`src/design/wshw_pkg.sv`:
```
// ----------------------------------------------------------------------------
// wshw_pkg
// Shared types, sizes and lookup tables for the word stack with high-water
// register.
// ----------------------------------------------------------------------------
package wshw_pkg;

    // Storage size and word width of the stack.
    localparam int DEPTH     = 64;
    localparam int WORD_BITS = 32;

    // Fixed field widths of the channels.
    localparam int FUNC_W   = 3;
    localparam int DATA_W   = 32;
    localparam int COUNT_W  = 7;
    localparam int STATUS_W = 2;

    // Derived sizes.
    localparam int ADDR_W = $clog2(DEPTH);
    localparam int CNT_W  = $clog2(DEPTH + 1);
    localparam int CMP_W  = (CNT_W > COUNT_W) ? CNT_W : COUNT_W;
    localparam int TBL_N  = 1 << ADDR_W;

    // The entries are spread over three banks so that the top three words
    // always sit in different banks and can be read in the same cycle.
    localparam int NUM_BANKS  = 3;
    localparam int BANK_W     = $clog2(NUM_BANKS);
    localparam int BANK_DEPTH = (DEPTH + NUM_BANKS - 1) / NUM_BANKS;
    localparam int ROW_W      = (BANK_DEPTH > 1) ? $clog2(BANK_DEPTH) : 1;

    localparam logic [COUNT_W-1:0] LIMIT_RESET = COUNT_W'(64);

    typedef logic [BANK_W-1:0] bank_t;
    typedef logic [ROW_W-1:0]  row_t;

    typedef enum logic [FUNC_W-1:0] {
        FN_PUSH  = 3'd0,
        FN_POP1  = 3'd1,
        FN_POP2  = 3'd2,
        FN_POP3  = 3'd3,
        FN_DROP  = 3'd4,
        FN_CLEAR = 3'd5
    } func_t;

    typedef enum logic [STATUS_W-1:0] {
        ST_OK        = 2'd0,
        ST_OVERFLOW  = 2'd1,
        ST_UNDERFLOW = 2'd2
    } status_t;

    // Result fields known at accept time, carried alongside the bank reads.
    typedef struct packed {
        status_t             status;
        logic [1:0]          n_pop;
        bank_t               bank1;
        bank_t               bank2;
        bank_t               bank3;
        logic [COUNT_W-1:0]  depth;
        logic [COUNT_W-1:0]  high_water;
    } item_meta_t;

    // Bank write and read requests issued at accept time.
    typedef struct packed {
        logic [NUM_BANKS-1:0]            wr_en;
        row_t                            wr_row;
        logic [WORD_BITS-1:0]            wr_data;
        logic [NUM_BANKS-1:0][ROW_W-1:0] rd_row;
    } bank_req_t;

    // Address to bank table, built by counting at elaboration.
    function automatic logic [TBL_N*BANK_W-1:0] build_bank_table();
        logic [TBL_N*BANK_W-1:0] tbl;
        bank_t                   m;
        tbl = '0;
        m   = '0;
        for (int i = 0; i < TBL_N; i++) begin
            tbl[i*BANK_W +: BANK_W] = m;
            if (m == BANK_W'(NUM_BANKS - 1)) begin
                m = '0;
            end
            else begin
                m = m + 1'b1;
            end
        end
        return tbl;
    endfunction

    // Address to row table, built the same way.
    function automatic logic [TBL_N*ROW_W-1:0] build_row_table();
        logic [TBL_N*ROW_W-1:0] tbl;
        bank_t                  m;
        row_t                   r;
        tbl = '0;
        m   = '0;
        r   = '0;
        for (int i = 0; i < TBL_N; i++) begin
            tbl[i*ROW_W +: ROW_W] = r;
            if (m == BANK_W'(NUM_BANKS - 1)) begin
                m = '0;
                r = r + 1'b1;
            end
            else begin
                m = m + 1'b1;
            end
        end
        return tbl;
    endfunction

    localparam logic [TBL_N*BANK_W-1:0] BANK_TBL = build_bank_table();
    localparam logic [TBL_N*ROW_W-1:0]  ROW_TBL  = build_row_table();

    function automatic bank_t bank_of(logic [ADDR_W-1:0] a);
        return BANK_TBL[a*BANK_W +: BANK_W];
    endfunction

    function automatic row_t row_of(logic [ADDR_W-1:0] a);
        return ROW_TBL[a*ROW_W +: ROW_W];
    endfunction

endpackage

```
`src/design/wshw_if.sv`:
```
// ----------------------------------------------------------------------------
// wshw_if
// Valid/ready channels of the word stack: command, response and limit write.
// ----------------------------------------------------------------------------

// Command channel: one operation per word.
interface wshw_cmd_if import wshw_pkg::*; ();
    logic               valid;
    logic               ready;
    logic [FUNC_W-1:0]  func;
    logic [DATA_W-1:0]  push_word;
    logic [COUNT_W-1:0] drop_count;

    modport source (output valid, output func, output push_word, output drop_count,
                    input ready);
    modport sink   (input valid, input func, input push_word, input drop_count,
                    output ready);
endinterface

// Response channel: one result per command.
interface wshw_rsp_if import wshw_pkg::*; ();
    logic                valid;
    logic                ready;
    logic [STATUS_W-1:0] status;
    logic [DATA_W-1:0]   first_word;
    logic [DATA_W-1:0]   second_word;
    logic [DATA_W-1:0]   third_word;
    logic [COUNT_W-1:0]  depth;
    logic [COUNT_W-1:0]  high_water;

    modport source (output valid, output status, output first_word, output second_word,
                    output third_word, output depth, output high_water, input ready);
    modport sink   (input valid, input status, input first_word, input second_word,
                    input third_word, input depth, input high_water, output ready);
endinterface

// Limit write channel.
interface wshw_cfg_if import wshw_pkg::*; ();
    logic               valid;
    logic               ready;
    logic [COUNT_W-1:0] stack_limit;

    modport source (output valid, output stack_limit, input ready);
    modport sink   (input valid, input stack_limit, output ready);
endinterface

```
`src/design/wshw_ram.sv`:
```
// ----------------------------------------------------------------------------
// wshw_ram
// Generic single-write, single-read RAM with a registered, enabled read.
// ----------------------------------------------------------------------------
module wshw_ram #(
    parameter int WIDTH       = 32,
    parameter int DEPTH_WORDS = 22
) (
    input  logic                           clk,
    input  logic                           wr_en,
    input  logic [$clog2(DEPTH_WORDS)-1:0] wr_addr,
    input  logic [WIDTH-1:0]               wr_data,
    input  logic                           rd_en,
    input  logic [$clog2(DEPTH_WORDS)-1:0] rd_addr,
    output logic [WIDTH-1:0]               rd_data
);

    logic [WIDTH-1:0] mem [DEPTH_WORDS];

    // Write port.
    always_ff @(posedge clk)
    begin
        if (wr_en)
        begin
            mem[wr_addr] <= wr_data;
        end
    end

    // Read port; the data holds while the read is not enabled.
    always_ff @(posedge clk)
    begin
        if (rd_en)
        begin
            rd_data <= mem[rd_addr];
        end
    end

endmodule

```
`src/design/wshw_ctrl.sv`:
```
// ----------------------------------------------------------------------------
// wshw_ctrl
// Stack pointer, high-water and limit registers; decodes each command and
// issues the bank writes and reads for it.
// ----------------------------------------------------------------------------
module wshw_ctrl import wshw_pkg::*; (
    input  logic               clk,
    input  logic               rst_n,
    input  logic               accept,
    input  logic [FUNC_W-1:0]  func,
    input  logic [DATA_W-1:0]  push_word,
    input  logic [COUNT_W-1:0] drop_count,
    input  logic               cfg_wr,
    input  logic [COUNT_W-1:0] cfg_limit,
    output item_meta_t         meta,
    output bank_req_t          req
);

    logic [CNT_W-1:0]   ptr_reg;
    logic [CNT_W-1:0]   ptr_next;
    logic [CNT_W-1:0]   peak_reg;
    logic [CNT_W-1:0]   peak_next;
    logic [COUNT_W-1:0] limit_reg;

    logic [CMP_W-1:0]   ptr_ext;
    logic [CMP_W-1:0]   lim_ext;
    logic [CMP_W-1:0]   eff_limit;
    status_t            status;
    logic [1:0]         n_pop;
    logic               push_ok;

    logic [ADDR_W-1:0]  addr1;
    logic [ADDR_W-1:0]  addr2;
    logic [ADDR_W-1:0]  addr3;
    logic [ADDR_W-1:0]  wr_addr;
    bank_t              wr_bank;

    // The limit in force never exceeds the storage.
    assign ptr_ext   = CMP_W'(ptr_reg);
    assign lim_ext   = CMP_W'(limit_reg);
    assign eff_limit = (lim_ext > CMP_W'(DEPTH)) ? CMP_W'(DEPTH) : lim_ext;

    // Command decode: status and the pointer after the command.
    always_comb
    begin
        status   = ST_OK;
        ptr_next = ptr_reg;
        n_pop    = 2'd0;
        push_ok  = 1'b0;
        unique case (func_t'(func))
            FN_PUSH:
            begin
                if (ptr_ext >= eff_limit)
                begin
                    status = ST_OVERFLOW;
                end
                else
                begin
                    push_ok  = 1'b1;
                    ptr_next = ptr_reg + 1'b1;
                end
            end
            FN_POP1, FN_POP2, FN_POP3:
            begin
                if (ptr_ext < CMP_W'(func[1:0]))
                begin
                    status = ST_UNDERFLOW;
                end
                else
                begin
                    n_pop    = func[1:0];
                    ptr_next = ptr_reg - CNT_W'(func[1:0]);
                end
            end
            FN_DROP:
            begin
                if (CMP_W'(drop_count) > ptr_ext)
                begin
                    status = ST_UNDERFLOW;
                end
                else
                begin
                    ptr_next = ptr_reg - CNT_W'(drop_count);
                end
            end
            FN_CLEAR:
            begin
                ptr_next = '0;
            end
            default:
            begin
                status = ST_OK;
            end
        endcase
    end

    // Only a push can raise the high-water mark.
    assign peak_next = (push_ok && (ptr_next > peak_reg)) ? ptr_next : peak_reg;

    // Architectural registers.
    always_ff @(posedge clk or negedge rst_n)
    begin
        if (!rst_n)
        begin
            ptr_reg   <= '0;
            peak_reg  <= '0;
            limit_reg <= LIMIT_RESET;
        end
        else
        begin
            if (accept)
            begin
                ptr_reg  <= ptr_next;
                peak_reg <= peak_next;
            end
            if (cfg_wr)
            begin
                limit_reg <= cfg_limit;
            end
        end
    end

    // Addresses of the three top words and of the push slot.
    assign addr1   = ADDR_W'(ptr_reg - CNT_W'(1));
    assign addr2   = ADDR_W'(ptr_reg - CNT_W'(2));
    assign addr3   = ADDR_W'(ptr_reg - CNT_W'(3));
    assign wr_addr = ADDR_W'(ptr_reg);
    assign wr_bank = bank_of(wr_addr);

    // Bank requests; the top word claims its bank first.
    always_comb
    begin
        req.wr_row  = row_of(wr_addr);
        req.wr_data = WORD_BITS'(push_word);
        for (int b = 0; b < NUM_BANKS; b++)
        begin
            req.wr_en[b] = accept && push_ok && (wr_bank == BANK_W'(b));
            if (bank_of(addr1) == BANK_W'(b))
            begin
                req.rd_row[b] = row_of(addr1);
            end
            else if (bank_of(addr2) == BANK_W'(b))
            begin
                req.rd_row[b] = row_of(addr2);
            end
            else
            begin
                req.rd_row[b] = row_of(addr3);
            end
        end
    end

    // Fields of the result known now.
    assign meta.status     = status;
    assign meta.n_pop      = n_pop;
    assign meta.bank1      = bank_of(addr1);
    assign meta.bank2      = bank_of(addr2);
    assign meta.bank3      = bank_of(addr3);
    assign meta.depth      = COUNT_W'(ptr_next);
    assign meta.high_water = COUNT_W'(peak_next);

endmodule

```
`src/design/wshw_out_stage.sv`:
```
// ----------------------------------------------------------------------------
// wshw_out_stage
// Holds each command's fields while the bank reads complete, then routes the
// read words into the response register.
// ----------------------------------------------------------------------------
module wshw_out_stage import wshw_pkg::*; (
    input  logic                                clk,
    input  logic                                rst_n,
    input  logic                                accept,
    input  item_meta_t                          meta,
    input  logic [NUM_BANKS-1:0][WORD_BITS-1:0] rd_data,
    output logic                                in_ready,
    wshw_rsp_if.source                          rsp
);

    logic       s1_valid_reg;
    item_meta_t s1_meta_reg;
    logic       out_valid_reg;
    logic       advance;

    status_t             status_reg;
    logic [DATA_W-1:0]   first_reg;
    logic [DATA_W-1:0]   second_reg;
    logic [DATA_W-1:0]   third_reg;
    logic [COUNT_W-1:0]  depth_reg;
    logic [COUNT_W-1:0]  high_water_reg;
    logic [DATA_W-1:0]   first_next;
    logic [DATA_W-1:0]   second_next;
    logic [DATA_W-1:0]   third_next;

    // The response register moves when it is empty or being taken.
    assign advance  = !out_valid_reg || rsp.ready;
    assign in_ready = !s1_valid_reg || advance;

    // Read-stage valid and fields.
    always_ff @(posedge clk or negedge rst_n)
    begin
        if (!rst_n)
        begin
            s1_valid_reg <= 1'b0;
        end
        else if (accept)
        begin
            s1_valid_reg <= 1'b1;
        end
        else if (advance)
        begin
            s1_valid_reg <= 1'b0;
        end
    end

    always_ff @(posedge clk)
    begin
        if (accept)
        begin
            s1_meta_reg <= meta;
        end
    end

    // Route bank outputs to word positions; words not popped read as zero.
    assign first_next  = (s1_meta_reg.n_pop >= 2'd1) ?
                         DATA_W'(rd_data[s1_meta_reg.bank1]) : '0;
    assign second_next = (s1_meta_reg.n_pop >= 2'd2) ?
                         DATA_W'(rd_data[s1_meta_reg.bank2]) : '0;
    assign third_next  = (s1_meta_reg.n_pop == 2'd3) ?
                         DATA_W'(rd_data[s1_meta_reg.bank3]) : '0;

    // Response register.
    always_ff @(posedge clk or negedge rst_n)
    begin
        if (!rst_n)
        begin
            out_valid_reg <= 1'b0;
        end
        else if (advance)
        begin
            out_valid_reg <= s1_valid_reg;
        end
    end

    always_ff @(posedge clk)
    begin
        if (advance && s1_valid_reg)
        begin
            status_reg     <= s1_meta_reg.status;
            first_reg      <= first_next;
            second_reg     <= second_next;
            third_reg      <= third_next;
            depth_reg      <= s1_meta_reg.depth;
            high_water_reg <= s1_meta_reg.high_water;
        end
    end

    assign rsp.valid       = out_valid_reg;
    assign rsp.status      = status_reg;
    assign rsp.first_word  = first_reg;
    assign rsp.second_word = second_reg;
    assign rsp.third_word  = third_reg;
    assign rsp.depth       = depth_reg;
    assign rsp.high_water  = high_water_reg;

endmodule

```
`src/design/word_stack_with_high_water_unit.sv`:
```
// ----------------------------------------------------------------------------
// word_stack_with_high_water_unit
// Word stack with a programmable limit, multi-word pop, drop, clear and a
// high-water register.
// ----------------------------------------------------------------------------
// The unit takes one command per clock while the response side is not
// stalled and returns one response per command, in order. Each command
// reads the entry banks through a registered read, and the response
// register follows the bank read. Entries live in three RAM banks
// interleaved by address, so the top three words are always in different
// banks and a pop of three reads them all in the same cycle. A stalled
// response holds the command side only once both internal stages are full.
// The limit register is written through the configuration channel, which is
// always ready, and should change only while no command is in flight.
// Entries need no clearing after reset since only written entries are ever
// returned.
module word_stack_with_high_water_unit import wshw_pkg::*; (
    input  logic       clk,
    input  logic       rst_n,
    wshw_cmd_if.sink   cmd,
    wshw_rsp_if.source rsp,
    wshw_cfg_if.sink   cfg
);

    logic                                accept;
    logic                                in_ready;
    item_meta_t                          meta;
    bank_req_t                           req;
    logic [NUM_BANKS-1:0][WORD_BITS-1:0] rd_data;

    assign cmd.ready = in_ready;
    assign accept    = cmd.valid && in_ready;
    assign cfg.ready = 1'b1;

    // Command decode and architectural state.
    wshw_ctrl u_ctrl (
        .clk        (clk),
        .rst_n      (rst_n),
        .accept     (accept),
        .func       (cmd.func),
        .push_word  (cmd.push_word),
        .drop_count (cmd.drop_count),
        .cfg_wr     (cfg.valid),
        .cfg_limit  (cfg.stack_limit),
        .meta       (meta),
        .req        (req)
    );

    // Entry banks.
    for (genvar b = 0; b < NUM_BANKS; b++)
    begin : g_bank
        wshw_ram #(
            .WIDTH       (WORD_BITS),
            .DEPTH_WORDS (BANK_DEPTH)
        ) u_ram (
            .clk     (clk),
            .wr_en   (req.wr_en[b]),
            .wr_addr (req.wr_row),
            .wr_data (req.wr_data),
            .rd_en   (accept),
            .rd_addr (req.rd_row[b]),
            .rd_data (rd_data[b])
        );
    end

    // Read stage and response register.
    wshw_out_stage u_out (
        .clk      (clk),
        .rst_n    (rst_n),
        .accept   (accept),
        .meta     (meta),
        .rd_data  (rd_data),
        .in_ready (in_ready),
        .rsp      (rsp)
    );

    // The current depth never exceeds the high-water mark.
    assert property (@(posedge clk) disable iff (!rst_n)
        rsp.valid |-> (rsp.depth <= rsp.high_water))
        else $error("depth above high-water mark");

    // A refused command returns no words.
    assert property (@(posedge clk) disable iff (!rst_n)
        (rsp.valid && (rsp.status != ST_OK)) |->
        ((rsp.first_word == '0) && (rsp.second_word == '0) && (rsp.third_word == '0)))
        else $error("words returned on a refused command");

    // Commands are held back only by a stalled, full response register.
    assert property (@(posedge clk) disable iff (!rst_n)
        !cmd.ready |-> (rsp.valid && !rsp.ready))
        else $error("command side stalled without a response stall");

    // Only a push that is accepted can raise the high-water mark.
    assert property (@(posedge clk) disable iff (!rst_n)
        (accept && (cmd.func != FN_PUSH)) |=> $stable(u_ctrl.peak_reg))
        else $error("high-water mark moved on a non-push command");

endmodule

```
`src/flat_wrapper.sv`:
```
// flat-port wrapper written by rule: the top's interface ports become plain ports
module word_stack_with_high_water_unit_flat import wshw_pkg::*;
  (clk, rst_n, cmd_valid, cmd_func, cmd_push_word, cmd_drop_count, cmd_ready, rsp_valid, rsp_status, rsp_first_word, rsp_second_word, rsp_third_word, rsp_depth, rsp_high_water, rsp_ready, cfg_valid, cfg_stack_limit, cfg_ready);
  wshw_cmd_if cmd_i ();
  wshw_rsp_if rsp_i ();
  wshw_cfg_if cfg_i ();
  input  logic clk;
  input  logic rst_n;
  input wire logic [$bits(cmd_i.valid)-1:0] cmd_valid;
  input wire logic [$bits(cmd_i.func)-1:0] cmd_func;
  input wire logic [$bits(cmd_i.push_word)-1:0] cmd_push_word;
  input wire logic [$bits(cmd_i.drop_count)-1:0] cmd_drop_count;
  output wire logic [$bits(cmd_i.ready)-1:0] cmd_ready;
  output wire logic [$bits(rsp_i.valid)-1:0] rsp_valid;
  output wire logic [$bits(rsp_i.status)-1:0] rsp_status;
  output wire logic [$bits(rsp_i.first_word)-1:0] rsp_first_word;
  output wire logic [$bits(rsp_i.second_word)-1:0] rsp_second_word;
  output wire logic [$bits(rsp_i.third_word)-1:0] rsp_third_word;
  output wire logic [$bits(rsp_i.depth)-1:0] rsp_depth;
  output wire logic [$bits(rsp_i.high_water)-1:0] rsp_high_water;
  input wire logic [$bits(rsp_i.ready)-1:0] rsp_ready;
  input wire logic [$bits(cfg_i.valid)-1:0] cfg_valid;
  input wire logic [$bits(cfg_i.stack_limit)-1:0] cfg_stack_limit;
  output wire logic [$bits(cfg_i.ready)-1:0] cfg_ready;
  assign cmd_i.valid = cmd_valid;
  assign cmd_i.func = cmd_func;
  assign cmd_i.push_word = cmd_push_word;
  assign cmd_i.drop_count = cmd_drop_count;
  assign cmd_ready = cmd_i.ready;
  assign rsp_valid = rsp_i.valid;
  assign rsp_status = rsp_i.status;
  assign rsp_first_word = rsp_i.first_word;
  assign rsp_second_word = rsp_i.second_word;
  assign rsp_third_word = rsp_i.third_word;
  assign rsp_depth = rsp_i.depth;
  assign rsp_high_water = rsp_i.high_water;
  assign rsp_i.ready = rsp_ready;
  assign cfg_i.valid = cfg_valid;
  assign cfg_i.stack_limit = cfg_stack_limit;
  assign cfg_ready = cfg_i.ready;
  word_stack_with_high_water_unit u_core (.clk(clk), .rst_n(rst_n), .cmd(cmd_i), .rsp(rsp_i), .cfg(cfg_i));
endmodule
```
`config.mk`:
```
export PLATFORM = sky130hd
export DESIGN_NAME = word_stack_with_high_water_unit_flat
export DESIGN_NICKNAME = d
export VERILOG_FILES = /design/src/design/wshw_pkg.sv /design/src/design/wshw_if.sv /design/src/design/wshw_ram.sv /design/src/design/wshw_ctrl.sv /design/src/design/wshw_out_stage.sv /design/src/design/word_stack_with_high_water_unit.sv /design/src/flat_wrapper.sv
export SDC_FILE = /design/constraint.sdc
export NUM_CORES = 2
export LEC_CHECK = 0
export BUFFER_PORTS_ARGS = -buffer_cell sky130_fd_sc_hd__buf_2
export CORE_AREA = 2 2 370 446
export DETAILED_ROUTE_END_ITERATION = 8
export DIE_AREA = 0 0 372 448
export PLACE_DENSITY_LB_ADDON = 0.08
export SYNTH_ARGS = -nofsm -noshare
export SYNTH_HDL_FRONTEND = slang
export SYNTH_HIERARCHICAL = 1
export SYNTH_SLANG_ARGS = --single-unit
```
`constraint.sdc`:
```
create_clock -name clk -period 20.5 [get_ports clk]
set_input_delay 3.075 -clock clk [delete_from_list [all_inputs] [get_ports clk]]
set_output_delay 3.075 -clock clk [all_outputs]
set_load 0.03 [all_outputs]
```
==> flow_metrics.py <==
metrics = {
    "status": {
        "status": "completed",
    },
    "synth": {
        "synthCells": 5326,
        "syn_area_per_cell_um2": 18.20,
        "synth.area.top_cells": "edfxtp_1 (73%), mux2i_1 (8.1%), mux4_2 (3.9%), a22oi_1 (2.2%), a211oi_2 (1.2%)",
        "muxShareOfSynthArea_pct": 12.99,
        "ys_seq_area_share_pct": 73.20,
        "async_reset_ff_share_pct": 0.9717,
        "yosysTopAreaCell": "edfxtp_1",
        "synth_compound_area_share_pct": 5.749,
        "yosysTopAreaCellShare_pct": 72.60,
        "synth-xor-area-share_pct": 0.2620,
        "synth-main-ff-cell": "edfxtp_1",
        "synth_edf_count": 2344,
        "netlist_area_um2": 96950,
        "synthSimpleGateAreaFrac_pct": 4.681,
        "synth_top_family_by_area": "multiplexers",
        "synth_cell_types": 100,
        "synth_fp_nets": 5416,
        "synth_seq_cells": 2367,
        "synthAdderAreaFrac_pct": 0.4904,
        "synth_warnings": 6,
    },
    "layout": {
        "nets": 5636,
        "final_common_cell": "edfxtp_1",
        "most-common-layout-cells": "edfxtp_1 (2344), mux2i_1 (780), a22oi_1 (282)",
        "syn2layout_area_growth_pct": 10.18,
        "regMostFlops": "u_core/g_bank.u_ram/mem",
        "layout-drive-gt1-share_pct": 18.23,
        "finalInstanceArea_um2": 106800,
        "reg_top3": "u_core/g_bank.u_ram/mem x2112, u_core/g_bank.u_ram/rd_data x96",
        "largest_reg_flops": 2112,
    },
    "sta": {
        "whs_ps": 417.0,
        "setup-tns-final_ps": 0,
        "slew_violations": 0,
        "min_period_ps": 7659,
        "slew_headroom_pct": 8.145,
        "setup_viol_count_final": 0,
        "grt_setup_unrepaired": "false",
        "finalHoldViolCount": 0,
        "finClkSkew_ps": 35.13,
        "timing.final.crit_share_pct": 37.36,
        "clock.fmax_mhz": 130.6,
        "worst_pin_slew_ps": 1367,
    },
    "cts": {
        "cts_tree": "built",
        "clk_latency_ps": 870,
        "cts_htree_levels": 4,
        "cts_made_buffers": 219,
        "cts.repair.resized": 0,
        "clk_path_buf_depth": 3,
        "clk_pin_slew_ps": 60,
        "clockRootBuffer": "clkbuf_16",
        "holdBufCountCts": 0,
        "post-cts-setup-buffers": 0,
        "clkSinkCount": 2367,
    },
    "detailed_routing": {
        "drt_iter0_markers": 5594,
        "avgRoutedWirePerCell_um": 31.62,
        "postRouteWirelength_um": 248400,
        "vias_per_cell": 6.497,
        "drc": 0,
        "dr_total_vias": 51040,
        "drtPass1Iterations": 5,
        "final_antenna_net_count": 0,
    },
    "floorplanning": {
        "die_area_um2": 166700,
        "start_util_pct": 59.86,
        "die_x_um": 372,
        "core_area_um2": 162000,
        "ioPinCount": 169,
        "die_y_um": 448,
        "rows": 162,
    },
    "global_routing": {
        "antenna_found_initial": 16,
        "gr-total-overflow": 0,
        "grt_pass1_wl_um": 353500,
        "grt_usage_pct": 30.03,
        "grt_pass1_vias": 50350,
        "grt_max_degree": 135,
    },
    "place": {
        "placed_area_um2": 100100,
        "gp_congestion": 0.8704,
        "port_buffers": 167,
        "post-dp-hpwl_um": 138900,
    },
    "setup_path": {
        "arrival_ps": 8130,
        "cp-endpoint": "u_core/g_bank[2].u_ram/rd_data[31]$_DFFE_PP_",
        "crit_start": "u_core/u_ctrl/ptr_ext[1]$_DFFE_PN0P_",
        "critical_path_class": "reg -> reg",
        "worstPathRequired_ps": 20970,
        "r2r_cells": 14,
        "r2r_end": "u_core/g_bank[2].u_ram/rd_data[31]$_DFFE_PP_",
        "end_kind": "flop",
        "rrSetupSlack_ps": 12840,
        "start_kind": "flop",
        "worstReg2RegStart": "u_core/u_ctrl/ptr_ext[1]$_DFFE_PN0P_",
        "critPathMaxFanout": 108,
    },
    "run": {
        "drv_cap": 0,
    },
    "min_path": {
        "min_path_type": "reg -> reg",
    },
}
## worst min-delay path by stage
stage                                                start                                  endpoint  slack [ps]  depth (start not counted)
floorplan            u_core/u_out/s1_meta_reg[7]$_DFFE_PP_       u_core/u_out/rsp.depth[0]$_DFFE_PP_         400                          0
global placement    u_core/u_out/s1_meta_reg[12]$_DFFE_PP_       u_core/u_out/rsp.depth[5]$_DFFE_PP_         400                          0
detailed placement   u_core/u_out/s1_meta_reg[9]$_DFFE_PP_       u_core/u_out/rsp.depth[2]$_DFFE_PP_         400                          0
CTS                  u_core/u_out/s1_meta_reg[9]$_DFFE_PP_       u_core/u_out/rsp.depth[2]$_DFFE_PP_         420                          0
global route        u_core/u_out/s1_meta_reg[12]$_DFFE_PP_       u_core/u_out/rsp.depth[5]$_DFFE_PP_         430                          0
finish               u_core/u_out/s1_meta_reg[4]$_DFFE_PP_  u_core/u_out/rsp.high_water[4]$_DFFE_PP_         420                          0
## layout make-up
type / count / area (µm²)
flip-flops and latches: 2367 / 70960
fillers: 10810 / 55130
diodes: 3 / 7.507
clock inverters: 111 / 837.1
clock buffers: 285 / 5864
well taps: 2132 / 2668
inverters: 28 / 105.1
repair buffers: 330 / 2135
multi-input cells: 2600 / 24240
## cell families (layout without fill, tap and decap cells)
group | Yosys count | count (layout)
flip-flops | 2367 | 2367
multiplexers | 1005 | 1005
AND/OR/NAND/NOR | 840 | 840
AO/OA/AOI/OAI | 692 | 692
buffers and inverters | 359 | 754
adder cells (fa/ha/maj) | 37 | 37
XOR/XNOR | 25 | 25
other | 1 | 4
## per-stage QoR
stage / std cells / worst slack, ps / utilization [%]
2_1_floorplan: 5326 / 10980 / -
3_5_place_dp: 7457 / 13020 / 61.81
5_1_grt: 7854 / 12480 / 65.95
4_1_cts: 7853 / 13030 / 65.95
6_report: 7856 / 12840 / 65.96
3_3_place_gp: 7457 / 13030 / 61.81
## per-layer routing
metal / track usage [%] / vias to the layer above / share of wire (%) / wire length, µm
li1: - / 21860 / - / -
met1: 41.10 / 26650 / 39 / 97620
met2: 48.72 / 2136 / 49 / 120800
met3: 4.982 / 389 / 8.1 / 20200
met4: 11.73 / 6 / 3.9 / 9741
met5: 0 / - / 0.016 / 39
## synthesized netlist by cell type, types with 7 or more instances
cell type and n:
buf_8 15, nand4_1 101, a31oi_1 10, mux2_2 25, mux4_1 24, buf_6 28
nor2b_1 121, xnor2_1 16, o21ai_0 73, nand3b_1 47, a211oi_1 48, o2bb2ai_1 48
buf_2 61, o21a_1 11, clkbuf_4 12, buf_4 67, a211oi_2 90, a21oi_1 39
a22oi_2 9, ha_1 34, inv_1 27, buf_1 14, a22oi_1 282, mux4_2 168
dfrtp_1 22, nand2b_1 32, or3b_2 7, and3_1 8, edfxtp_1 2344, nand2_1 149
o31ai_1 8, mux2i_1 786, a21o_1 11, buf_12 27, nor3_1 30, and2_1 42
nor2_1 221, clkbuf_1 103, nand3_1 20
## critical path: stages, from the launching register on
cell,delay (ps)
dfrtp_1,810
inv_1,460
ha_1,490
xnor2_1,910
mux2i_1,520
nor3_1,80
a31oi_1,190
o221ai_1,220
a21oi_4,350
mux2i_4,310
buf_12,520
mux4_1,640
nor2b_1,140
a211oi_1,990
nor2_1,410
Power is not shown: default switching activity piles up to over one toggle a cycle in this logic, so the estimate is an artifact.
